[src/hw/rtl/light_meter_exposure_advisor_defines.svh]
// Assertion macros shared by the light meter exposure advisor RTL.
`ifndef LIGHT_METER_EXPOSURE_ADVISOR_DEFINES_SVH
`define LIGHT_METER_EXPOSURE_ADVISOR_DEFINES_SVH

// Same-cycle implication, checked out of reset.
`define LMEA_ASSERT_NOW(label, clk, rst_n, ante, cons, msg) \
    label: assert property (@(posedge clk) disable iff (!rst_n) (ante) |-> (cons)) \
        else $error(msg);

// Next-cycle implication, checked out of reset.
`define LMEA_ASSERT_NEXT(label, clk, rst_n, ante, cons, msg) \
    label: assert property (@(posedge clk) disable iff (!rst_n) (ante) |=> (cons)) \
        else $error(msg);

`endif

[src/hw/rtl/lmea_pkg.sv]
// Types, codes and constants of the light meter exposure advisor.
package lmea_pkg;

    localparam int S_TDATA_W   = 48;
    localparam int M_TDATA_W   = 24;
    localparam int CFG_IDX_W   = 3;
    localparam int CFG_DATA_W  = 16;

    localparam int DIVIDEND_W  = 34;
    localparam int DIVISOR_W   = 17;
    localparam int DIV_CNT_W   = 6;

    localparam logic [15:0] OVER_LIMIT  = 16'd44250;
    localparam logic [17:0] FAST_MARGIN = 18'd6;
    localparam logic [17:0] SLOW_MARGIN = 18'd128;

    typedef enum logic [1:0] {
        CMD_PULSE  = 2'd0,
        CMD_TICK   = 2'd1,
        CMD_EVAL   = 2'd2,
        CMD_TWRITE = 2'd3
    } cmd_t;

    typedef enum logic [1:0] {
        MODE_OFF    = 2'd0,
        MODE_AUTO   = 2'd1,
        MODE_MANUAL = 2'd2,
        MODE_QUIET  = 2'd3
    } mode_t;

    typedef enum logic [1:0] {
        FILM_A   = 2'd0,
        FILM_B   = 2'd1,
        FILM_ISO = 2'd2,
        FILM_RAW = 2'd3
    } film_t;

    typedef enum logic [1:0] {
        STAT_OK   = 2'd0,
        STAT_WAIT = 2'd1,
        STAT_OVER = 2'd2,
        STAT_OFF  = 2'd3
    } status_t;

    typedef enum logic [CFG_IDX_W-1:0] {
        CFG_INTERVAL  = 3'd0,
        CFG_CMP_A     = 3'd1,
        CFG_CMP_B     = 3'd2,
        CFG_OFFSET    = 3'd3,
        CFG_LOW_LIGHT = 3'd4
    } cfg_idx_t;

    typedef enum logic [2:0] {
        ST_IDLE,
        ST_MUL,
        ST_LOAD,
        ST_DIV,
        ST_ADD,
        ST_SCAN,
        ST_OUT
    } state_t;

    typedef struct packed {
        logic busy;
        logic done;
    } div_stat_t;

    localparam logic [15:0] SPEED_RESET [12] = '{
        16'd17, 16'd20, 16'd23, 16'd25, 16'd30, 16'd35,
        16'd45, 16'd55, 16'd68, 16'd102, 16'd166, 16'd302
    };

    // Power-up speed of a slot; slots past the list repeat the slowest entry.
    function automatic logic [15:0] speed_reset(input logic [7:0] idx);
        logic [15:0] val;
        if (idx < 8'd12) begin
            val = SPEED_RESET[idx[3:0]];
        end else begin
            val = SPEED_RESET[11];
        end
        return val;
    endfunction

endpackage

[src/hw/rtl/lmea_div.sv]
// Restoring divider, one quotient bit per cycle.
module lmea_div (
    input  logic                               aclk,
    input  logic                               aresetn,
    input  logic                               start,
    input  logic [lmea_pkg::DIVIDEND_W-1:0]    dividend,
    input  logic [lmea_pkg::DIVISOR_W-1:0]     divisor,
    output logic [lmea_pkg::DIVIDEND_W-1:0]    quotient,
    output lmea_pkg::div_stat_t                stat
);
    import lmea_pkg::*;

    logic [DIVISOR_W-1:0]  rem_reg;
    logic [DIVISOR_W-1:0]  den_reg;
    logic [DIVIDEND_W-1:0] quo_reg;
    logic [DIV_CNT_W-1:0]  cnt_reg;
    logic                  busy_reg;
    logic                  done_reg;

    logic [DIVISOR_W:0]    shifted;
    logic [DIVISOR_W:0]    diff;
    logic                  fits;

    assign shifted = {rem_reg, quo_reg[DIVIDEND_W-1]};
    assign diff    = shifted - {1'b0, den_reg};
    assign fits    = shifted >= {1'b0, den_reg};

    always_ff @(posedge aclk) begin
        if (!aresetn) begin
            busy_reg <= 1'b0;
            done_reg <= 1'b0;
            cnt_reg  <= '0;
        end else begin
            done_reg <= 1'b0;
            if (start) begin
                busy_reg <= 1'b1;
                cnt_reg  <= DIV_CNT_W'(DIVIDEND_W);
            end else if (busy_reg) begin
                cnt_reg <= cnt_reg - 1'b1;
                if (cnt_reg == DIV_CNT_W'(1)) begin
                    busy_reg <= 1'b0;
                    done_reg <= 1'b1;
                end
            end
        end
    end

    always_ff @(posedge aclk) begin
        if (start) begin
            rem_reg <= '0;
            den_reg <= divisor;
            quo_reg <= dividend;
        end else if (busy_reg) begin
            rem_reg <= fits ? diff[DIVISOR_W-1:0] : shifted[DIVISOR_W-1:0];
            quo_reg <= {quo_reg[DIVIDEND_W-2:0], fits};
        end
    end

    assign quotient  = quo_reg;
    assign stat.busy = busy_reg;
    assign stat.done = done_reg;

endmodule

[src/hw/rtl/light_meter_exposure_advisor.sv]
// Top level of the light meter exposure advisor.
// Input beats on s_*: cmd in s_tuser; pulse, tick and table-write beats produce
// no result. An evaluate beat produces exactly one result beat on m_*.
// Configuration registers are written through cfg_we/cfg_index/cfg_wdata; the
// user must write them only while the block is idle, which the block itself
// does not enforce; indexes beyond the register list are dropped.
// Off or still-measuring evaluates go from idle straight to the output step. A
// full prediction runs a multiply step, a 34-step restoring divider, the offset
// add, and in manual mode a scan of the speed table through the single read port
// of the table memory, one entry per cycle, with its read data registered.
// s_tready is high only while no evaluate is in progress, so evaluates run one
// at a time; one result is buffered in the output register.
// Reset: counters, lamps and output valid clear; the speed table reads its
// power-up values through per-slot valid bits, so no clearing pass is needed.
// A stalled receiver holds the result in the output register; pulses, ticks and
// table writes are still taken meanwhile, and a further evaluate waits with its
// finished result until the register frees.
`include "light_meter_exposure_advisor_defines.svh"

module light_meter_exposure_advisor #(
    parameter int TABLE_SLOTS = 12
) (
    input  logic                               aclk,
    input  logic                               aresetn,
    input  logic                               cfg_we,
    input  logic [lmea_pkg::CFG_IDX_W-1:0]     cfg_index,
    input  logic [lmea_pkg::CFG_DATA_W-1:0]    cfg_wdata,
    input  logic                               s_tvalid,
    output logic                               s_tready,
    // from bit 0: selector[3:0] mode[5:4] film_kind[7:6] iso_value[23:8]
    // table_index[27:24] table_value[43:28], zero pad [47:44]
    input  logic [lmea_pkg::S_TDATA_W-1:0]     s_tdata,
    // from bit 0: cmd[1:0]
    input  logic [1:0]                         s_tuser,
    output logic                               m_tvalid,
    input  logic                               m_tready,
    // from bit 0: lamp_blue[0] lamp_red[1] exposure[17:2] slot_code[21:18]
    // status[23:22]
    output logic [lmea_pkg::M_TDATA_W-1:0]     m_tdata
);
    import lmea_pkg::*;

    localparam int IDX_W  = (TABLE_SLOTS > 1) ? $clog2(TABLE_SLOTS) : 1;
    localparam int CNT_W  = $clog2(TABLE_SLOTS + 1);
    localparam int SLOT_W = $clog2(TABLE_SLOTS + 2);
    localparam int SEL_W  = (SLOT_W > 4) ? SLOT_W : 4;

    // ---------------- input field split ----------------
    cmd_t        in_cmd;
    logic [3:0]  in_sel;
    mode_t       in_mode;
    film_t       in_film;
    logic [15:0] in_iso;
    logic [3:0]  in_tidx;
    logic [15:0] in_tval;

    assign in_cmd  = cmd_t'(s_tuser);
    assign in_sel  = s_tdata[3:0];
    assign in_mode = mode_t'(s_tdata[5:4]);
    assign in_film = film_t'(s_tdata[7:6]);
    assign in_iso  = s_tdata[23:8];
    assign in_tidx = s_tdata[27:24];
    assign in_tval = s_tdata[43:28];

    logic s_acc;
    logic eval_acc;
    assign s_acc    = s_tvalid && s_tready;
    assign eval_acc = s_acc && (in_cmd == CMD_EVAL);

    // ---------------- configuration registers ----------------
    logic [15:0] interval_reg;
    logic [15:0] cmp_a_reg;
    logic [15:0] cmp_b_reg;
    logic [11:0] offset_reg;
    logic [15:0] low_light_reg;

    always_ff @(posedge aclk) begin
        if (!aresetn) begin
            interval_reg  <= 16'd200;
            cmp_a_reg     <= 16'd256;
            cmp_b_reg     <= 16'd256;
            offset_reg    <= 12'd0;
            low_light_reg <= 16'd100;
        end else if (cfg_we) begin
            case (cfg_idx_t'(cfg_index))
                CFG_INTERVAL:  interval_reg  <= cfg_wdata;
                CFG_CMP_A:     cmp_a_reg     <= cfg_wdata;
                CFG_CMP_B:     cmp_b_reg     <= cfg_wdata;
                CFG_OFFSET:    offset_reg    <= cfg_wdata[11:0];
                CFG_LOW_LIGHT: low_light_reg <= cfg_wdata;
                default: ;
            endcase
        end
    end

    // ---------------- state machine ----------------
    state_t state_reg;
    state_t state_next;

    logic   meas_reg;
    logic [15:0] elapsed_reg;
    logic [15:0] pulse_reg;

    logic   early_done;     // evaluate answered without a prediction
    logic   out_load;
    logic   m_tvalid_reg;
    div_stat_t div_stat;

    logic              rd_pend_reg;
    logic [IDX_W-1:0]  rd_idx_reg;
    mode_t             mode_lat_reg;

    assign early_done = (in_mode == MODE_OFF) || !meas_reg || (elapsed_reg < interval_reg);
    assign out_load   = (state_reg == ST_OUT) && (!m_tvalid_reg || m_tready);

    always_ff @(posedge aclk) begin
        if (!aresetn) begin
            state_reg <= ST_IDLE;
        end else begin
            state_reg <= state_next;
        end
    end

    always_comb begin
        state_next = state_reg;
        s_tready   = 1'b0;
        case (state_reg)
            ST_IDLE: begin
                s_tready = 1'b1;
                if (eval_acc) begin
                    if (early_done) begin
                        state_next = ST_OUT;
                    end else if (pulse_reg == 16'd0) begin
                        state_next = (in_mode == MODE_MANUAL) ? ST_SCAN : ST_OUT;
                    end else begin
                        state_next = ST_MUL;
                    end
                end
            end
            ST_MUL:  state_next = ST_LOAD;
            ST_LOAD: state_next = ST_DIV;
            ST_DIV: begin
                if (div_stat.done) begin
                    state_next = ST_ADD;
                end
            end
            ST_ADD: state_next = (mode_lat_reg == MODE_MANUAL) ? ST_SCAN : ST_OUT;
            ST_SCAN: begin
                if (rd_pend_reg && (rd_idx_reg == IDX_W'(TABLE_SLOTS - 1))) begin
                    state_next = ST_OUT;
                end
            end
            ST_OUT: begin
                if (out_load) begin
                    state_next = ST_IDLE;
                end
            end
            default: state_next = ST_IDLE;
        endcase
    end

    // ---------------- measurement counters ----------------
    always_ff @(posedge aclk) begin
        if (!aresetn) begin
            meas_reg    <= 1'b0;
            elapsed_reg <= '0;
            pulse_reg   <= '0;
        end else if (s_acc) begin
            case (in_cmd)
                CMD_PULSE: pulse_reg <= pulse_reg + 1'b1;
                CMD_TICK: begin
                    if (elapsed_reg != 16'hFFFF) begin
                        elapsed_reg <= elapsed_reg + 1'b1;
                    end
                end
                CMD_EVAL: begin
                    if (in_mode != MODE_OFF) begin
                        if (!meas_reg) begin
                            // open a new window
                            meas_reg    <= 1'b1;
                            elapsed_reg <= '0;
                            pulse_reg   <= '0;
                        end else if (elapsed_reg >= interval_reg) begin
                            meas_reg <= 1'b0;
                        end
                    end
                end
                default: ;
            endcase
        end
    end

    // ---------------- evaluate datapath ----------------
    logic [3:0]          sel_lat_reg;
    logic [15:0]         cmp_lat_reg;
    status_t             status_reg;
    logic signed [17:0]  pred_reg;
    logic [15:0]         expo_reg;
    logic [31:0]         prod_reg;

    logic [DIVIDEND_W-1:0] div_quo;
    logic [DIVIDEND_W:0]   sum;
    logic                  over;

    assign sum  = {1'b0, div_quo} + (DIVIDEND_W + 1)'(offset_reg);
    assign over = sum > (DIVIDEND_W + 1)'(OVER_LIMIT);

    always_ff @(posedge aclk) begin
        if (eval_acc) begin
            sel_lat_reg  <= in_sel;
            mode_lat_reg <= in_mode;
            case (in_film)
                FILM_A:  cmp_lat_reg <= cmp_a_reg;
                FILM_B:  cmp_lat_reg <= cmp_b_reg;
                default: cmp_lat_reg <= in_iso;
            endcase
            expo_reg <= '0;
            pred_reg <= -18'sd2;
            if (in_mode == MODE_OFF) begin
                status_reg <= STAT_OFF;
            end else if (early_done) begin
                status_reg <= STAT_WAIT;
            end else begin
                // zero pulses: overrange; otherwise overwritten after the divide
                status_reg <= STAT_OVER;
            end
        end else if (state_reg == ST_MUL) begin
            prod_reg <= elapsed_reg * cmp_lat_reg;
        end else if (state_reg == ST_ADD) begin
            if (over) begin
                status_reg <= STAT_OVER;
                pred_reg   <= -18'sd2;
            end else begin
                status_reg <= STAT_OK;
                expo_reg   <= sum[15:0];
                pred_reg   <= $signed({2'b00, sum[15:0]});
            end
        end
    end

    // half-up rounding: (2*ms*cmp + pulses) / (2*pulses)
    lmea_div u_div (
        .aclk     (aclk),
        .aresetn  (aresetn),
        .start    (state_reg == ST_LOAD),
        .dividend ({1'b0, prod_reg, 1'b0} + DIVIDEND_W'(pulse_reg)),
        .divisor  ({pulse_reg, 1'b0}),
        .quotient (div_quo),
        .stat     (div_stat)
    );

    // ---------------- speed table memory ----------------
    logic [15:0]       tbl_mem [TABLE_SLOTS];
    logic [TABLE_SLOTS-1:0] tbl_vld_reg;
    logic [SEL_W-1:0]  tidx_ext;
    logic              tbl_we;
    logic [IDX_W-1:0]  tbl_waddr;

    logic [CNT_W-1:0]  scan_addr_reg;
    logic [IDX_W-1:0]  rd_addr;
    logic [15:0]       rd_mem_reg;
    logic              rd_vld_reg;
    logic [15:0]       rd_val;

    assign tidx_ext  = SEL_W'(in_tidx);
    assign tbl_we    = s_acc && (in_cmd == CMD_TWRITE) && (tidx_ext < SEL_W'(TABLE_SLOTS));
    assign tbl_waddr = tidx_ext[IDX_W-1:0];
    assign rd_addr   = scan_addr_reg[IDX_W-1:0];

    // Writes happen only in idle; the read port reads unconditionally, but its
    // result is used only while scanning, when no write can be taken.
    always_ff @(posedge aclk) begin
        if (tbl_we) begin
            tbl_mem[tbl_waddr] <= in_tval;
        end
        rd_mem_reg <= tbl_mem[rd_addr];
    end

    always_ff @(posedge aclk) begin
        if (!aresetn) begin
            tbl_vld_reg <= '0;
        end else if (tbl_we) begin
            tbl_vld_reg[tbl_waddr] <= 1'b1;
        end
    end

    always_ff @(posedge aclk) begin
        if (!aresetn) begin
            scan_addr_reg <= '0;
            rd_pend_reg   <= 1'b0;
        end else begin
            rd_pend_reg <= (state_reg == ST_SCAN) && (scan_addr_reg < CNT_W'(TABLE_SLOTS));
            if (state_reg != ST_SCAN) begin
                scan_addr_reg <= '0;
            end else if (scan_addr_reg < CNT_W'(TABLE_SLOTS)) begin
                scan_addr_reg <= scan_addr_reg + 1'b1;
            end
        end
    end

    always_ff @(posedge aclk) begin
        rd_vld_reg <= tbl_vld_reg[rd_addr];
        rd_idx_reg <= rd_addr;
    end

    // unwritten slots read their power-up speed
    assign rd_val = rd_vld_reg ? rd_mem_reg : speed_reset(8'(rd_idx_reg));

    // ---------------- nearest-slot search ----------------
    logic signed [17:0] dist_s;
    logic [16:0]        dist_abs;
    logic [16:0]        best_dist_reg;
    logic [IDX_W-1:0]   best_reg;
    logic [15:0]        tab_first_reg;
    logic [15:0]        tab_last_reg;

    assign dist_s   = $signed({2'b00, rd_val}) - pred_reg;
    assign dist_abs = dist_s[17] ? 17'(-dist_s) : dist_s[16:0];

    always_ff @(posedge aclk) begin
        if (rd_pend_reg) begin
            if (rd_idx_reg == '0) begin
                best_reg      <= '0;
                best_dist_reg <= dist_abs;
                tab_first_reg <= rd_val;
            end else if (dist_abs < best_dist_reg) begin
                // strict compare: ties keep the lower slot
                best_reg      <= rd_idx_reg;
                best_dist_reg <= dist_abs;
            end
            if (rd_idx_reg == IDX_W'(TABLE_SLOTS - 1)) begin
                tab_last_reg <= rd_val;
            end
        end
    end

    // ---------------- result and lamps ----------------
    logic              too_fast;
    logic              too_slow;
    logic [SEL_W-1:0]  slot_full;
    logic [SEL_W-1:0]  sel_ext;
    logic              computed;
    logic              lamp_blue_reg, lamp_red_reg;
    logic              lamp_blue_next, lamp_red_next;
    logic              auto_on;
    logic [3:0]        slot_out;
    logic [M_TDATA_W-1:0] m_tdata_reg;

    assign too_fast = pred_reg < ($signed({2'b00, tab_first_reg}) - $signed(FAST_MARGIN));
    assign too_slow = pred_reg > ($signed({2'b00, tab_last_reg}) + $signed(SLOW_MARGIN));
    assign slot_full = too_fast ? SEL_W'(TABLE_SLOTS + 1) :
                       too_slow ? SEL_W'(TABLE_SLOTS) : SEL_W'(best_reg);
    assign sel_ext  = SEL_W'(sel_lat_reg);
    assign computed = (status_reg == STAT_OK) || (status_reg == STAT_OVER);
    assign auto_on  = (status_reg == STAT_OK) && (expo_reg > low_light_reg);
    assign slot_out = (computed && (mode_lat_reg == MODE_MANUAL)) ? slot_full[3:0] : 4'd0;

    always_comb begin
        lamp_blue_next = lamp_blue_reg;
        lamp_red_next  = lamp_red_reg;
        case (status_reg)
            STAT_OFF: begin
                lamp_blue_next = 1'b0;
                lamp_red_next  = 1'b0;
            end
            STAT_OK, STAT_OVER: begin
                if (mode_lat_reg == MODE_MANUAL) begin
                    if (too_fast) begin
                        lamp_red_next  = !lamp_red_reg;
                        lamp_blue_next = 1'b0;
                    end else if (too_slow) begin
                        lamp_red_next  = 1'b0;
                        lamp_blue_next = !lamp_blue_reg;
                    end else begin
                        lamp_blue_next = sel_ext < slot_full;
                        lamp_red_next  = sel_ext > slot_full;
                    end
                end else if (mode_lat_reg == MODE_AUTO) begin
                    lamp_blue_next = auto_on;
                    lamp_red_next  = auto_on;
                end
            end
            default: ;
        endcase
    end

    always_ff @(posedge aclk) begin
        if (!aresetn) begin
            lamp_blue_reg <= 1'b0;
            lamp_red_reg  <= 1'b0;
            m_tvalid_reg  <= 1'b0;
        end else begin
            if (out_load) begin
                lamp_blue_reg <= lamp_blue_next;
                lamp_red_reg  <= lamp_red_next;
                m_tvalid_reg  <= 1'b1;
            end else if (m_tready) begin
                m_tvalid_reg <= 1'b0;
            end
        end
    end

    always_ff @(posedge aclk) begin
        if (out_load) begin
            m_tdata_reg <= {status_reg, slot_out, expo_reg, lamp_red_next, lamp_blue_next};
        end
    end

    assign m_tvalid = m_tvalid_reg;
    assign m_tdata  = m_tdata_reg;

    // ---------------- checks ----------------
    `LMEA_ASSERT_NOW(a_div_only_in_div, aclk, aresetn,
        div_stat.done, state_reg == ST_DIV, "divider finished outside the divide step")
    `LMEA_ASSERT_NEXT(a_eval_blocks_input, aclk, aresetn,
        eval_acc, !s_tready, "input taken while an evaluate is in progress")
    `LMEA_ASSERT_NOW(a_expo_only_ok, aclk, aresetn,
        m_tvalid && (m_tdata[23:22] != STAT_OK), m_tdata[17:2] == 16'd0,
        "exposure reported without a computed prediction")

endmodule
[config.mk]
export PLATFORM = sky130hd
export DESIGN_NAME = light_meter_exposure_advisor
export DESIGN_NICKNAME = d
export VERILOG_FILES = /design/src/hw/rtl/lmea_pkg.sv /design/src/hw/rtl/lmea_div.sv /design/src/hw/rtl/light_meter_exposure_advisor.sv
export VERILOG_INCLUDE_DIRS = /design/src /design/src/hw/rtl
export SDC_FILE = /design/constraint.sdc
export NUM_CORES = 2
export LEC_CHECK = 0
export BUFFER_PORTS_ARGS = -buffer_cell sky130_fd_sc_hd__buf_2
export CORE_MARGIN = 2
export CORE_UTILIZATION = 55
export DETAILED_ROUTE_END_ITERATION = 10
export PLACE_DENSITY = 0.78
export SYNTH_ARGS = -nofsm -noshare
export SYNTH_HDL_FRONTEND = slang
export SYNTH_HIERARCHICAL = 1
export SYNTH_SLANG_ARGS = --single-unit
[constraint.sdc]
create_clock -name aclk -period 6.2 [get_ports aclk]
set_input_delay 0.31 -clock aclk [delete_from_list [all_inputs] [get_ports aclk]]
set_output_delay 0.31 -clock aclk [all_outputs]
set_load 0.01 [all_outputs]
# After elaboration in Yosys (flattened, before gate mapping)
# Memories as Yosys holds them, arrays and structs flattened. A register that Yosys moved wholly into a read port is not among the register bits.
# Cells that the tools add are included.
# classes
order_cmp	17
reduce_logical	53
addsub	11
bitwise_logic	7
n_div	0
multipliers	1
n_mux	62
eq_ne	31
shift	0
# ops
cell	n
$mux 16	7
$pmux 16 s2	3
$mux 17	4
$mux 34	2
$add 34x12->35	1
$gt 35x16->1 const B	1
$add 33x16->34	1
$add 16x1->16 const B	2
$mul 16x16->32	1
$reduce_and 2->1	11
$mux 1	21
$pmux 3 s7	1
$ge 18x17->1	1
$gt 18x18->1	1
$lt 18x17->1	1
$mux 18	1
$mux 3	6
$sub 17x18->18	1
$add 16x8->17 const B	1
$lt 17x17->1	1
$neg 17->17	1
$sub 16x3->17 const B	1
$sub 17x17->17	1
$ge 16x16->1	1
other kinds (43)	110
# word_totals
n_memories	2
elab_cells	221
latch_bits	0
register_bits	379
mem_bits_rw	192
romBits	256
in_bits	74
# mem_list
memory	depth	width	read_ports	rd_clocked_by_memory_dff	write_ports	line	text
(name not given)	16	16	1	0	0	lmea_pkg.sv:77	val = SPEED_RESET[idx[3:0]];
tbl_mem	12	16	1	1	1	light_meter_exposure_advisor.sv:253	logic [15:0] tbl_mem [TABLE_SLOTS];

# Logic depth before layout (Yosys ltp)
# depth
depth_word	12
mapped_depth	27

# Cells and area by module
# Netlist, hierarchy kept.
# by_module_without_submodules
mod	seq_area_each_um2	instances	area_per_inst_um2	cells_per_inst
light_meter_exposure_advisor	13482.9	1	33209.4	3186
lmea_div	2031.9	1	4045.1	361

# Worst setup path before layout
# Ideal clock, no wire load.
# synth_path
path_kind	register to register
startpoint	register elapsed_reg[2]
endpoint	register prod_reg[31], data pin
arrival_time_ns	6.447
period_less_slack_ns	6.707
path_stages_with_launch	23
setup_ns	0.260
path_slack_ns	-0.507
path_cell_list	dfxtp_1 > clkbuf_1 > clkbuf_1 > nand2_1 > fa_1 > inv_1 > fa_1 > inv_1 > fa_1 > inv_1 > fa_1 > inv_1 > fa_1 > inv_1 > fa_1 > ha_1 > or3_1 > or3_1 > a2111oi_0 > o311ai_1 > a41o_1 > a21oi_1 > xnor2_1
# synth_between
elab_chain_len	1
# synth_lines
item	line	text
from (decl)	light_meter_exposure_advisor.sv:101	logic [15:0] elapsed_reg;
from (signal assigned)	light_meter_exposure_advisor.sv:173	elapsed_reg <= elapsed_reg + 1'b1;
$mul 16x16->32	light_meter_exposure_advisor.sv:228	prod_reg <= elapsed_reg * cmp_lat_reg;
to (signal assigned)	light_meter_exposure_advisor.sv:228	
to (decl)	light_meter_exposure_advisor.sv:199	logic [31:0] prod_reg;
# Every way passes these cells.
# A chain may end at the register's enable or synchronous reset.

# Worst setup path in the final report
# layout_path
startpoint	register cmp_lat_reg[6]
endpoint	register prod_reg[29], data pin
# layout_between
elab_chain_len	1
# layout_lines
item	line	text
from (decl)	light_meter_exposure_advisor.sv:195	logic [15:0] cmp_lat_reg;
from (signal assigned)	light_meter_exposure_advisor.sv:213	FILM_A: cmp_lat_reg <= cmp_a_reg;
from (signal assigned)	light_meter_exposure_advisor.sv:214	FILM_B: cmp_lat_reg <= cmp_b_reg;
from (signal assigned)	light_meter_exposure_advisor.sv:215	default: cmp_lat_reg <= in_iso;
$mul 16x16->32	light_meter_exposure_advisor.sv:228	
# Every way passes these cells.

==> run summary <==
The initial antenna violation count was 4; the total wirelength of the detailed-routed design was 90.69 mm. The count of H-tree levels built during CTS was 2. Cell internal power was estimated by the tool at 0.007644 W.

The run gives 2,353 as the number of DRC markers in iteration 0. The floorplan has 95 rows. The cell depth of the worst flop-to-flop path was 21; the total overflow reported by the global router was 0. After detailed routing, the number of remaining DRC violations is 0. The via count is 26,961, and the synthesized netlist cell count is 3,546. Portion of the clock cycle consumed by the worst path in the final layout: 1.000. The fraction of power spent switching nets works out to 0.2986. In this run the worst path has a maximum fanout of 7. Number of iterations in the first detailed-routing pass: 8. Setup repair after global routing could not meet its margin everywhere. The post-layout instance area is 42,300 um^2. The peak supply drop was 247.8 uV.

The logs give -3.049 ps for the post-layout worst setup margin and 0 for the number of antenna-violating nets in the routed design. The checks that failed: setup timing. The path with the worst hold slack has its endpoint at cmp_lat_reg[13]. The worst hold path was traced through 3 stages.

The die span in x is 264.2 um, and the reg-to-reg setup timing slack is -3 ps. The tools report the count of endpoints failing hold in the final timing report as 0. Max-cap check violation count: 0.

The shortest period the worst path allows is 6203 ps, and the power per cell area is 257.6 nW/um^2. The run gives 1 as the number of setup violations in the final report. The logs give 0.2599 for the total global-route track usage and 0.349 for the clock network fraction of design power. The worst max-slew margin expressed relative to the limit is 0.2271, and the number of global-route vias before repair is 26,833. The clock tree skew after final layout was 40.79 ps; the I/O pin count was 100. The routed via count divided by cell count works out to 5.760. In the final design database the tool counted 4,289 nets.

The class of the most critical hold timing path was input pin to flip-flop. For the standard cell core area, the log shows 67,160 um^2. STA classifies the critical path startpoint as a flip-flop. The type of the setup path with the least slack is flip-flop to flip-flop. The tools report the CTS sink count as 587. For the worst-skew pair, the clock arrives at the later sink with an insertion delay of 660 ps. For the post-route core utilization, the log shows 0.6299. The cell sitting at the root of the clock tree is a clkbuf_16.

The run finished, with violations left. The register with the most flip-flops in the layout has 192 of them. The startpoint of the worst hold path was s_tdata[21]. The logs give 0.5546 for the initial core utilization and 161.2 MHz for the achievable frequency.

Wire length of the first global-routing pass: 144.5 mm. A synthesized cell averages 10.50 um^2. The fill cell total of the finished layout was 5,034. Clock-pin slew was measured on the worst setup and hold paths at 60 ps.

Dividing the detail-routed wire length by the instance count gives 19.37 um. TritonCTS built the clock tree. The run gives 39,330 um^2 as the placed instance area.

The synthesized netlist net count came out at 4,081. Entering global routing, the biggest net connects 105 pins. The count of buffers added on input and output ports is 95. For the number of buffers between clock root and the deepest sink, the log shows 3. The sequential share of power was 0.448; the data arrival time at the worst-slack endpoint was 6570 ps.

The number of warnings printed during yosys synthesis was 6. In this run, CTS created clock tree buffers numbering 60. The area growth from synthesis to layout is 13.57%. The data required time of the worst path was 6570 ps. Capture instance of the worst register-to-register path: prod_reg[29].

STA classifies the critical path endpoint as a flip-flop. The congestion estimate from routability-driven global placement came to 0.9289. The startpoint of the lowest-slack register-to-register path is cmp_lat_reg[6]. The tightest hold path in the finished design has a slack of 33.56 ps.

The total half-perimeter wirelength after legalization and detailed placement is 63.54 mm, and the final total power is 0.01090 W. The die covers 69,820 um^2. The static power due to leakage came out at 17.53 nW. The part of the power in combinational logic is 0.203, and the overall die height is 264.2 um. At the pin with the least slew margin, the transition time is 1155 ps.

The logs give 37,250 um^2 for the area of the mapped netlist and 0 for the final number of max-transition violations. In this run the power spent charging and discharging nets is 0.003255 W. The fraction of layout cells with a size suffix above 1 works out to 0.1424.
[area by class of cell]
class | count | area [um^2] | area share
clock buffers | 78 | 1687 | 0.03987
flip-flops and latches | 587 | 15520 | 0.3670
diodes | 2 | 5.005 | 0.0001183
inverters | 383 | 1438 | 0.03399
repair buffers | 290 | 2117 | 0.05005
well taps | 873 | 1092 | 0.02582
clock inverters | 36 | 410.4 | 0.009702
multi-input cells | 2432 | 20030 | 0.4735
[per-stage QoR]
step	cells	TNS (ps)	setup WS, ps
3_3_place_gp	4501	-122.6	-68.10
3_5_place_dp	4501	-531.1	-172.5
5_1_grt	4681	-1304	-222.0
2_1_floorplan	3546	-60.94	-60.94
6_report	4681	-3.049	-3.049
4_1_cts	4665	-31.35	-31.35
[cells in the final DEF (no fill, tap or decap), types with 97 or more instances in the layout]
cell,count
a21oi_1,103
and2_1,123
buf_4,142
dfxtp_1,205
edfxtp_1,376
fa_1,193
ha_1,254
inv_1,372
nand2_1,468
nor2_1,186
o21ai_0,118
xnor2_1,97
[worst max-delay path by stage]
stage	startpoint	end	slack [ps]	cells past startpoint
floorplan	elapsed_reg[2]	prod_reg[31]	-60	22
CTS	cmp_lat_reg[5]	prod_reg[31]	-30	23
global route	cmp_lat_reg[6]	prod_reg[29]	-220	21
finish	cmp_lat_reg[6]	prod_reg[29]	-3	21
global placement	cmp_lat_reg[6]	prod_reg[31]	-70	23
detailed placement	cmp_lat_reg[6]	prod_reg[31]	-170	23
[power by group through the flow]
stage          clock, W  combinational [W]  sequential [W]
2_1_floorplan         0            0.00166         0.00482
3_3_place_gp          0            0.00208         0.00495
3_5_place_dp          0            0.00214         0.00496
4_1_cts         0.00384            0.00218         0.00488
5_1_grt         0.00398            0.00246         0.00492
6_report        0.00380            0.00221         0.00489
[what timing repair did]
action,in CTS,in global routing
endpoints found under the hold margin,233,0
hold buffers,45,0
setup endpoints to repair,5,35
buffers inserted,5,16
pin swaps,14,23
gates resized for setup,13,57
[layer usage]
metal  GRT usage  share of wire  vias to the layer above  wire, um
li1            -              -                    12674         -
met1      0.3616           0.43                    13021     39120
met3     0.04968          0.081                      166      7322
met5           0        0.00026                        -        24
met2      0.4109           0.46                     1096     41580
met4     0.08692          0.029                        4      2645
[critical path: stages (launching register included)]
cell	delay, ps
edfxtp_1	490
buf_12	170
nand2_4	50
fa_1	560
inv_2	40
fa_1	540
inv_2	40
fa_1	510
inv_2	50
fa_1	490
inv_2	40
fa_1	540
inv_2	40
fa_1	480
ha_2	210
or3_4	360
or3_4	350
a2111oi_4	370
o311ai_2	150
a21o_1	220
a21oi_2	150
xnor2_1	90
No activity file was read; power rests on OpenSTA's default activity.
